## src/rtl/lcdnc_pkg.sv

```systemverilog
`timescale 1ns / 1ps
// Shared types and constants for the character LCD nibble command engine.
// No dependencies; imported by every module of the block.
package lcdnc_pkg;

  localparam int CharW   = 8;
  localparam int NibW    = 4;
  localparam int QDepth  = 2;
  localparam int QPtrW   = (QDepth > 1) ? $clog2(QDepth) : 1;
  localparam int QCntW   = $clog2(QDepth + 1);
  localparam int PosW    = 4;

  // byte codes
  localparam logic [CharW-1:0] ESC_RESET  = 8'h1B;
  localparam logic [CharW-1:0] CLEAR_BYTE = 8'hFF;
  localparam logic [CharW-1:0] HOME_CHAR  = 8'h40;
  localparam logic [CharW-1:0] CMD_CLEAR  = 8'h01;
  localparam logic [CharW-1:0] CMD_HOME   = 8'h02;

  // nibble positions within one queued word
  localparam logic [PosW-1:0] POS_FIRST     = 4'd0;
  localparam logic [PosW-1:0] POS_INIT_LAST = 4'd13;
  localparam logic [PosW-1:0] POS_HI        = 4'd14;
  localparam logic [PosW-1:0] POS_LO        = 4'd15;

  // register select codes
  localparam logic RS_INSTR = 1'b0;
  localparam logic RS_DATA  = 1'b1;

  // one classified word between the front and the back
  typedef struct packed {
    logic             init;    // prepend the power-up nibbles
    logic             has_op;  // a command or data byte follows
    logic             rs;      // register select of that byte
    logic [CharW-1:0] code;    // the byte itself
  } entry_t;

  // power-up nibbles: 3,3,3,2 then 0x28 0x0C 0x06 0x01 0x02 as hi/lo pairs
  function automatic logic [NibW-1:0] powerup_nibble(input logic [PosW-1:0] idx);
    logic [NibW-1:0] nib;
    unique case (idx)
      4'd0:    nib = 4'h3;
      4'd1:    nib = 4'h3;
      4'd2:    nib = 4'h3;
      4'd3:    nib = 4'h2;
      4'd4:    nib = 4'h2;
      4'd5:    nib = 4'h8;
      4'd6:    nib = 4'h0;
      4'd7:    nib = 4'hC;
      4'd8:    nib = 4'h0;
      4'd9:    nib = 4'h6;
      4'd10:   nib = 4'h0;
      4'd11:   nib = 4'h1;
      4'd12:   nib = 4'h0;
      4'd13:   nib = 4'h2;
      default: nib = 4'h0;
    endcase
    return nib;
  endfunction

endpackage

```

## src/rtl/lcdnc_front.sv

```systemverilog
`timescale 1ns / 1ps
// Front part: holds the escape code register, classifies each input byte.
// Depends on lcdnc_pkg.
module lcdnc_front (
  input  logic                      clk,
  input  logic                      rst_n,
  input  logic                      cfg_we,
  input  logic [lcdnc_pkg::CharW-1:0] cfg_wdata,
  input  logic                      acc_i,
  input  logic [lcdnc_pkg::CharW-1:0] char_i,
  output logic                      push_o,
  output lcdnc_pkg::entry_t         entry_o
);
  import lcdnc_pkg::*;

  logic [CharW-1:0] esc_code_r;
  logic             init_done_r, init_done_nxt;
  logic             esc_pend_r, esc_pend_nxt;

  always_comb begin
    entry_o        = '0;
    entry_o.init   = !init_done_r;
    entry_o.code   = char_i;
    entry_o.rs     = RS_INSTR;
    esc_pend_nxt   = esc_pend_r;
    init_done_nxt  = init_done_r;
    if (acc_i) begin
      init_done_nxt = 1'b1;
      esc_pend_nxt  = 1'b0;
    end
    priority if (esc_pend_r) begin
      if (char_i[CharW-1]) begin
        entry_o.has_op = 1'b1;
      end else if (char_i == HOME_CHAR) begin
        entry_o.has_op = 1'b1;
        entry_o.code   = CMD_HOME;
      end
    end else if (char_i == CLEAR_BYTE) begin
      entry_o.has_op = 1'b1;
      entry_o.code   = CMD_CLEAR;
    end else if (char_i == esc_code_r) begin
      if (acc_i) esc_pend_nxt = 1'b1;
    end else begin
      entry_o.has_op = 1'b1;
      entry_o.rs     = RS_DATA;
    end
    push_o = acc_i && (entry_o.init || entry_o.has_op);
  end

  always_ff @(posedge clk) begin
    if (!rst_n) begin
      esc_code_r  <= ESC_RESET;
      init_done_r <= 1'b0;
      esc_pend_r  <= 1'b0;
    end else begin
      if (cfg_we) esc_code_r <= cfg_wdata;
      init_done_r <= init_done_nxt;
      esc_pend_r  <= esc_pend_nxt;
    end
  end

endmodule

```

## src/rtl/lcdnc_queue.sv

```systemverilog
`timescale 1ns / 1ps
// Short word queue between the front and the back.
// Depends on lcdnc_pkg.
module lcdnc_queue (
  input  logic              clk,
  input  logic              rst_n,
  input  logic              push_i,
  input  lcdnc_pkg::entry_t wr_i,
  output logic              ready_o,
  input  logic              pop_i,
  output logic              valid_o,
  output lcdnc_pkg::entry_t head_o
);
  import lcdnc_pkg::*;

  entry_t           mem_r [QDepth];
  logic [QPtrW-1:0] wr_ptr_r, rd_ptr_r;
  logic [QCntW-1:0] count_r;

  function automatic logic [QPtrW-1:0] ptr_inc(input logic [QPtrW-1:0] p);
    return (p == QPtrW'(QDepth - 1)) ? '0 : p + 1'b1;
  endfunction

  assign ready_o = (count_r != QCntW'(QDepth));
  assign valid_o = (count_r != '0);
  assign head_o  = mem_r[rd_ptr_r];

  always_ff @(posedge clk) begin
    if (push_i) mem_r[wr_ptr_r] <= wr_i;
  end

  always_ff @(posedge clk) begin
    if (!rst_n) begin
      wr_ptr_r <= '0;
      rd_ptr_r <= '0;
      count_r  <= '0;
    end else begin
      if (push_i) wr_ptr_r <= ptr_inc(wr_ptr_r);
      if (pop_i)  rd_ptr_r <= ptr_inc(rd_ptr_r);
      unique case ({push_i, pop_i})
        2'b10:   count_r <= count_r + 1'b1;
        2'b01:   count_r <= count_r - 1'b1;
        default: count_r <= count_r;
      endcase
    end
  end

endmodule

```

## src/rtl/lcdnc_back.sv

```systemverilog
`timescale 1ns / 1ps
// Back part: walks one queued word out as nibble writes into the output register.
// Depends on lcdnc_pkg.
module lcdnc_back (
  input  logic                       clk,
  input  logic                       rst_n,
  input  logic                       q_valid_i,
  input  lcdnc_pkg::entry_t          head_i,
  output logic                       pop_o,
  output logic                       out_valid,
  input  logic                       out_ready,
  output logic [lcdnc_pkg::NibW-1:0] out_nibble,
  output logic                       out_reg_select,
  output logic                       out_last
);
  import lcdnc_pkg::*;

  logic            active_r, active_nxt;
  logic [PosW-1:0] pos_r, pos_nxt;
  logic            out_valid_r;
  logic [NibW-1:0] nib_r;
  logic            rs_r, last_r;

  logic            fire;
  logic [PosW-1:0] pos_cur, pos_end;
  logic [NibW-1:0] nib_cur;
  logic            rs_cur, last_cur;

  always_comb begin
    fire     = q_valid_i && (!out_valid_r || out_ready);
    pos_cur  = active_r ? pos_r : (head_i.init ? POS_FIRST : POS_HI);
    pos_end  = head_i.has_op ? POS_LO : POS_INIT_LAST;
    last_cur = (pos_cur == pos_end);
    unique case (pos_cur)
      POS_HI: begin
        nib_cur = head_i.code[CharW-1 -: NibW];
        rs_cur  = head_i.rs;
      end
      POS_LO: begin
        nib_cur = head_i.code[NibW-1:0];
        rs_cur  = head_i.rs;
      end
      default: begin
        nib_cur = powerup_nibble(pos_cur);
        rs_cur  = RS_INSTR;
      end
    endcase
    pop_o      = fire && last_cur;
    active_nxt = active_r;
    pos_nxt    = pos_r;
    if (fire) begin
      active_nxt = !last_cur;
      pos_nxt    = pos_cur + 1'b1;
    end
  end

  always_ff @(posedge clk) begin
    if (!rst_n) begin
      active_r    <= 1'b0;
      pos_r       <= '0;
      out_valid_r <= 1'b0;
    end else begin
      active_r <= active_nxt;
      pos_r    <= pos_nxt;
      if (fire) begin
        out_valid_r <= 1'b1;
      end else if (out_ready) begin
        out_valid_r <= 1'b0;
      end
    end
  end

  always_ff @(posedge clk) begin
    if (fire) begin
      nib_r  <= nib_cur;
      rs_r   <= rs_cur;
      last_r <= last_cur;
    end
  end

  assign out_valid      = out_valid_r;
  assign out_nibble     = nib_r;
  assign out_reg_select = rs_r;
  assign out_last       = last_r;

`ifndef NO_ASSERTIONS
  // a word in progress keeps its queue entry until its final nibble
  a_active_has_head: assert property (@(posedge clk) disable iff (!rst_n)
    active_r |-> q_valid_i) else $error("back active with empty queue");

  // a word without power-up nibbles is only ever mid-way at its low nibble
  a_plain_pos: assert property (@(posedge clk) disable iff (!rst_n)
    (active_r && !head_i.init) |-> (pos_r == POS_LO))
    else $error("unexpected position in plain word");

  // popping a word always loads its final nibble into the output register
  a_pop_last: assert property (@(posedge clk) disable iff (!rst_n)
    pop_o |=> (out_valid_r && last_r)) else $error("pop without last nibble");
`endif

endmodule

```

## src/rtl/char_lcd_nibble_command_engine_core.sv

```systemverilog
`timescale 1ns / 1ps
// Top level of the character LCD nibble command engine (4-bit interface).
// Depends on lcdnc_pkg, lcdnc_front, lcdnc_queue and lcdnc_back.
//
//   channel  | ports                                  | handshake
//   ---------+----------------------------------------+---------------
//   input    | in_char_code[7:0]                      | in_valid/in_ready
//   result   | out_nibble[3:0] out_reg_select out_last| out_valid/out_ready
//   config   | cfg_wdata[7:0] (escape code)           | cfg_we, no wait
//
// Nibbles: the back emits one nibble per cycle into the output register while
// out_ready is high, two per data or command word; the first word after reset
// adds the 14 power-up nibbles. A word that emits nothing never enters the queue.
// Reset: synchronous, active low; clears the escape state, the power-up flag,
// the queue and the output valid; the escape code returns to 0x1B.
// Stalls: in_ready drops only while the two-word queue is full; out_ready low holds the output.
module char_lcd_nibble_command_engine_core (
  input  logic                        clk,
  input  logic                        rst_n,
  input  logic                        cfg_we,
  input  logic [lcdnc_pkg::CharW-1:0] cfg_wdata,
  input  logic                        in_valid,
  output logic                        in_ready,
  input  logic [lcdnc_pkg::CharW-1:0] in_char_code,
  output logic                        out_valid,
  input  logic                        out_ready,
  output logic [lcdnc_pkg::NibW-1:0]  out_nibble,
  output logic                        out_reg_select,
  output logic                        out_last
);
  import lcdnc_pkg::*;

  logic   acc;       // input word taken this cycle
  logic   push;      // classified word goes into the queue
  logic   q_ready;
  logic   q_valid;
  logic   pop;
  entry_t wr_entry;
  entry_t head;

  // accept whenever the queue has room, even for words that emit nothing
  assign in_ready = q_ready;
  assign acc      = in_valid && q_ready;

  lcdnc_front u_front (
    .clk       (clk),
    .rst_n     (rst_n),
    .cfg_we    (cfg_we),
    .cfg_wdata (cfg_wdata),
    .acc_i     (acc),
    .char_i    (in_char_code),
    .push_o    (push),
    .entry_o   (wr_entry)
  );

  lcdnc_queue u_queue (
    .clk     (clk),
    .rst_n   (rst_n),
    .push_i  (push),
    .wr_i    (wr_entry),
    .ready_o (q_ready),
    .pop_i   (pop),
    .valid_o (q_valid),
    .head_o  (head)
  );

  lcdnc_back u_back (
    .clk            (clk),
    .rst_n          (rst_n),
    .q_valid_i      (q_valid),
    .head_i         (head),
    .pop_o          (pop),
    .out_valid      (out_valid),
    .out_ready      (out_ready),
    .out_nibble     (out_nibble),
    .out_reg_select (out_reg_select),
    .out_last       (out_last)
  );

`ifndef NO_ASSERTIONS
  // only a full queue may hold off the input
  a_ready_full: assert property (@(posedge clk) disable iff (!rst_n)
    !in_ready |-> q_valid) else $error("input stalled with empty queue");

  // the queue never reports empty right after a push without a pop
  a_push_fills: assert property (@(posedge clk) disable iff (!rst_n)
    (push && !pop) |=> q_valid) else $error("pushed word lost");

  // data writes never come from the power-up part of a word
  a_data_rs: assert property (@(posedge clk) disable iff (!rst_n)
    (pop && head.rs == RS_DATA) |-> head.has_op) else $error("data flag without op");
`endif

endmodule
```

## config.mk

```make
export PLATFORM = sky130hd
export DESIGN_NAME = char_lcd_nibble_command_engine_core
export DESIGN_NICKNAME = d
export VERILOG_FILES = /design/src/rtl/lcdnc_pkg.sv /design/src/rtl/lcdnc_front.sv /design/src/rtl/lcdnc_queue.sv /design/src/rtl/lcdnc_back.sv /design/src/rtl/char_lcd_nibble_command_engine_core.sv
export SDC_FILE = /design/constraint.sdc
export NUM_CORES = 1
export LEC_CHECK = 0
export ABC_AREA = 1
export BUFFER_PORTS_ARGS = -buffer_cell sky130_fd_sc_hd__buf_2
export CAP_MARGIN = 20
export CORE_ASPECT_RATIO = 1.4
export CORE_MARGIN = 5
export CORE_UTILIZATION = 52
export DETAILED_ROUTE_END_ITERATION = 7
export GPL_ROUTABILITY_DRIVEN = 0
export PLACE_DENSITY = 0.75
export SYNTH_ARGS = -nofsm -noshare
export SYNTH_HDL_FRONTEND = slang
export SYNTH_SLANG_ARGS = --single-unit
```

## constraint.sdc

```tcl
create_clock -name clk -period 1.9 [get_ports clk]
set_input_delay 0.19 -clock clk [delete_from_list [all_inputs] [get_ports clk]]
set_output_delay 0.19 -clock clk [all_outputs]
set_load 0.005 [all_outputs]
```

==> impl_metrics.ini <==
[routing]
drt_iter0_markers = 66
wl_per_cell_um = 11.7
route.detailed.vias_per_inst = 4.79
drcViolationCount = 0
routed-via-count = 1883
postRouteWirelength_um = 4620
drtAntennaViolNets = 0
drt-pass1-iter-count = 5

[floorplan]
floorplan.die.height_um = 90.9
floorplan.die_area_mm2 = 0.00616
initial_utilization = 0.535
ios = 29
core.rowCount = 29
die_w_um = 67.8
core_area_mm2 = 0.00454

[clock_network]
clock_tree.htree_level_count = 2
number_of_buffers_added_by_the_clock_tree_synthesis_step = 5
clock_insertion_delay_worst_skew_ps = 300
cts_tree = built
clock_transition_at_path_regs_ps = 80
clkSinkCount = 49
clk_path_buf_depth = 2
root_buffer = sky130_fd_sc_hd__clkbuf_8

[timing]
fin_hold_ws_ps = 92.4
clock.fmax_mhz = 546
finalWorstPathRequiredPeriod_ps = 1830
final_setup_skew_ps = 6.80
fin_ws_ps = 67.1
fin_crit_sh = 0.965
maxSlewViolCount = 0
finalHoldViolCount = 0
worst_slew_margin_rel = 0.786
setup_violations = 0
tightestPinTransition_ps = 319
grt_setup_unrepaired = yes

[critical_path]
worst-endpoint-arrival_ps = 2030
critical_path.max_fanout = 3
ff2ff_path_depth = 14
critPathKind = reg -> reg
setup.worst_path.start = u_queue.mem_r[0][10]
r2r_start = u_queue.mem_r[0][10]
crit_path_launch_type = flip-flop
cp.required_ps = 2090
reg2reg_slack_ps = 70
r2r_end = u_queue.count_r[1]
kind_of_capture_point_of_the_worst_setup_path = flip-flop
cp-endpoint = u_queue.count_r[1]

[power]
power.density_mw_per_mm2 = 814
p_leak_uw = 0.00136
worst_vdd_ir_uv = 678

[synthesis]
synth-compound-area-share = 0.109
synth_cell_types = 33
synth_fa_ha_area_frac = 0.0464
postSynthCellCount = 283
syn_avg_cell_area_um2 = 8.58
dominantRegCellSynth = sky130_fd_sc_hd__edfxtp_1
muxShareOfSynthArea = 0.00824
ys_seq_area_frac = 0.519
synth_enable_flop_cells = 28
simple_logic_cell_fraction_of_the_synthesized_area = 0.222
cell_area_after_synthesis_mm2 = 0.00243
synth-warning-count = 0
synth-xor-area-share = 0.0144
ys_async_sr_fraction = 0
largest_family_of_logic_cells_by_synthesized_area = simple AND/OR/NAND/NOR gates
synthesis.nets = 313
synth.ff_latch_count = 49

[cells_and_area]
areaGrowthSynthToFinish_pct = 21.7
drive_gt1_frac = 0.269
layout.filler_cells = 395
antennaDiodeCount = 0
num-nets-final = 360

[grt]
wire_length_of_the_first_global_routing_pass_um = 7660
grt_remaining_overflow = 0
initial_antenna_violation_count = 0
grt_pass1_vias = 1844
gr-usage-all-layers = 0.163
maximum_number_of_pins_on_one_net_before_global_route_repair = 15

[placement]
detailed_place_hpwl_um = 3520
detailedPlace.worstSlack_ps = -142
buffer_ports.inserted = 28

[status]
status = completed

[hold_path]
worst_hold_path_type = in -> reg

[job]
cap_viol_max_count = 0
==> cells by family after synthesis <==
logic type	Yosys count
muxes	2
and+or+nand+nor	125
xor gates and xnor gates	4
DFF	49
AOI/OAI and AO/OA	44
buffers and inverters	50
adders and majority gates	9
==> how the worst min path moves through the flow <==
| stage | slack [ps] | startpoint | depth (start not counted) | endpoint |
|---|---|---|---|---|
| after floorplan | 310 | cfg_wdata[3] | 2 | u_front.esc_code_r[3] |
| after global placement | 400 | cfg_wdata[3] | 3 | u_front.esc_code_r[3] |
| after detailed placement | 410 | cfg_wdata[3] | 3 | u_front.esc_code_r[3] |
| after CTS | 80 | cfg_wdata[3] | 3 | u_front.esc_code_r[3] |
| after global routing | 100 | in_char_code[0] | 1 | u_queue.mem_r[0][0] |
| final | 90 | cfg_wdata[3] | 3 | u_front.esc_code_r[3] |
==> registers in the layout, summed over array words and instances (netlist names), named ones only <==
signal                 cells
u_queue.mem_r             22
u_front.esc_code_r         8
u_back.out_last            1
u_back.pos_r               4
u_front.init_done_r        1
u_back.out_nibble          4
u_queue.count_r            2
u_queue.wr_ptr_r           1
u_back.active_r            1
u_back.out_valid           1
u_back.out_reg_select      1
u_queue.rd_ptr_r           1
==> layout by cell type, fill, tap and decap left out, drive strengths merged, types with 6 or more instances in the layout <==
cell / instances
clkbuf: 6
inv: 45
buf: 44
dfxtp: 21
nor2: 28
nand3: 8
ha: 9
edfxtp: 28
a21oi: 19
o21ai: 20
nand2: 85
==> what timing repair did <==
item	in CTS	in global routing
setup endpoints to repair	3	4
gates resized for setup	10	22
gates cloned	0	0
hold buffers	0	0
setup buffers	1	3
pin swaps	2	6
==> cell type report <==
type / count / area, um^2 / area share
sequential: 49 / 1260 / 0.427
multi-input combinational: 184 / 1050 / 0.357
timing repair buffer: 44 / 277 / 0.0935
inverter: 46 / 178 / 0.0601
tap: 62 / 77.6 / 0.0262
clock buffer: 6 / 72.6 / 0.0245
clock inverter: 2 / 33.8 / 0.0114
==> power breakdown <==
part | switching (uW) | total (uW) | leakage [uW] | internal (uW)
clock | 323 | 712 | 0.0000528 | 389
combinational | 262 | 445 | 0.000874 | 182
sequential | 35.0 | 1250 | 0.000430 | 1210
total | 621 | 2410 | 0.00136 | 1780
==> Yosys cell counts (2+ instances only) <==
master                     count  area share
sky130_fd_sc_hd__nand2_1      79        0.12
sky130_fd_sc_hd__inv_1        40       0.062
sky130_fd_sc_hd__edfxtp_1     28        0.35
sky130_fd_sc_hd__nor2_1       24       0.037
sky130_fd_sc_hd__dfxtp_1      21        0.17
sky130_fd_sc_hd__a21oi_1      18       0.037
sky130_fd_sc_hd__o21ai_0      18       0.037
sky130_fd_sc_hd__ha_1          9       0.046
sky130_fd_sc_hd__nand3_1       6       0.012
sky130_fd_sc_hd__nand2_2       5       0.013
sky130_fd_sc_hd__inv_2         4      0.0062
sky130_fd_sc_hd__clkbuf_1      3      0.0046
sky130_fd_sc_hd__nor2_2        3      0.0077
sky130_fd_sc_hd__nor3_1        3      0.0062
sky130_fd_sc_hd__xnor2_1       3       0.011
sky130_fd_sc_hd__mux2i_1       2      0.0082
==> routing by layer <==
metal,up-vias,track usage,wire length [um]
met1,850,0.172,1850
met2,30,0.301,2510
met5,-,0,0
li1,992,-,-
met4,0,0.0609,94
met3,11,0.0311,159
==> stage by stage <==
stage / utilization / setup TNS [ps] / area, um^2 / instances / total power (uW)
final: 0.652 / 0 / 2960 / 393 / 2410
after detailed placement: 0.601 / -266 / 2730 / 381 / 1660
after CTS: 0.632 / 0 / 2870 / 390 / 2380
after global placement: 0.601 / -37.6 / 2730 / 381 / 1650
after floorplan: - / 0 / 2430 / 283 / 1520
after global routing: 0.652 / -155 / 2960 / 393 / 2530
==> worst max-delay path: stages (launching register included) <==
cell                       delay, ps
sky130_fd_sc_hd__edfxtp_1        370
sky130_fd_sc_hd__inv_1            80
sky130_fd_sc_hd__nand2_2          70
sky130_fd_sc_hd__nand3_4         120
sky130_fd_sc_hd__nand2_4          70
sky130_fd_sc_hd__inv_4            60
sky130_fd_sc_hd__nand2_4          50
sky130_fd_sc_hd__nor2_4          100
sky130_fd_sc_hd__nand3_4         100
sky130_fd_sc_hd__nor2_4          130
sky130_fd_sc_hd__ha_4            220
sky130_fd_sc_hd__a21oi_2         110
sky130_fd_sc_hd__o21ai_2          70
sky130_fd_sc_hd__o21ai_1         110
sky130_fd_sc_hd__a21oi_1          50
Note: power is estimated with default switching activity, not from simulation.
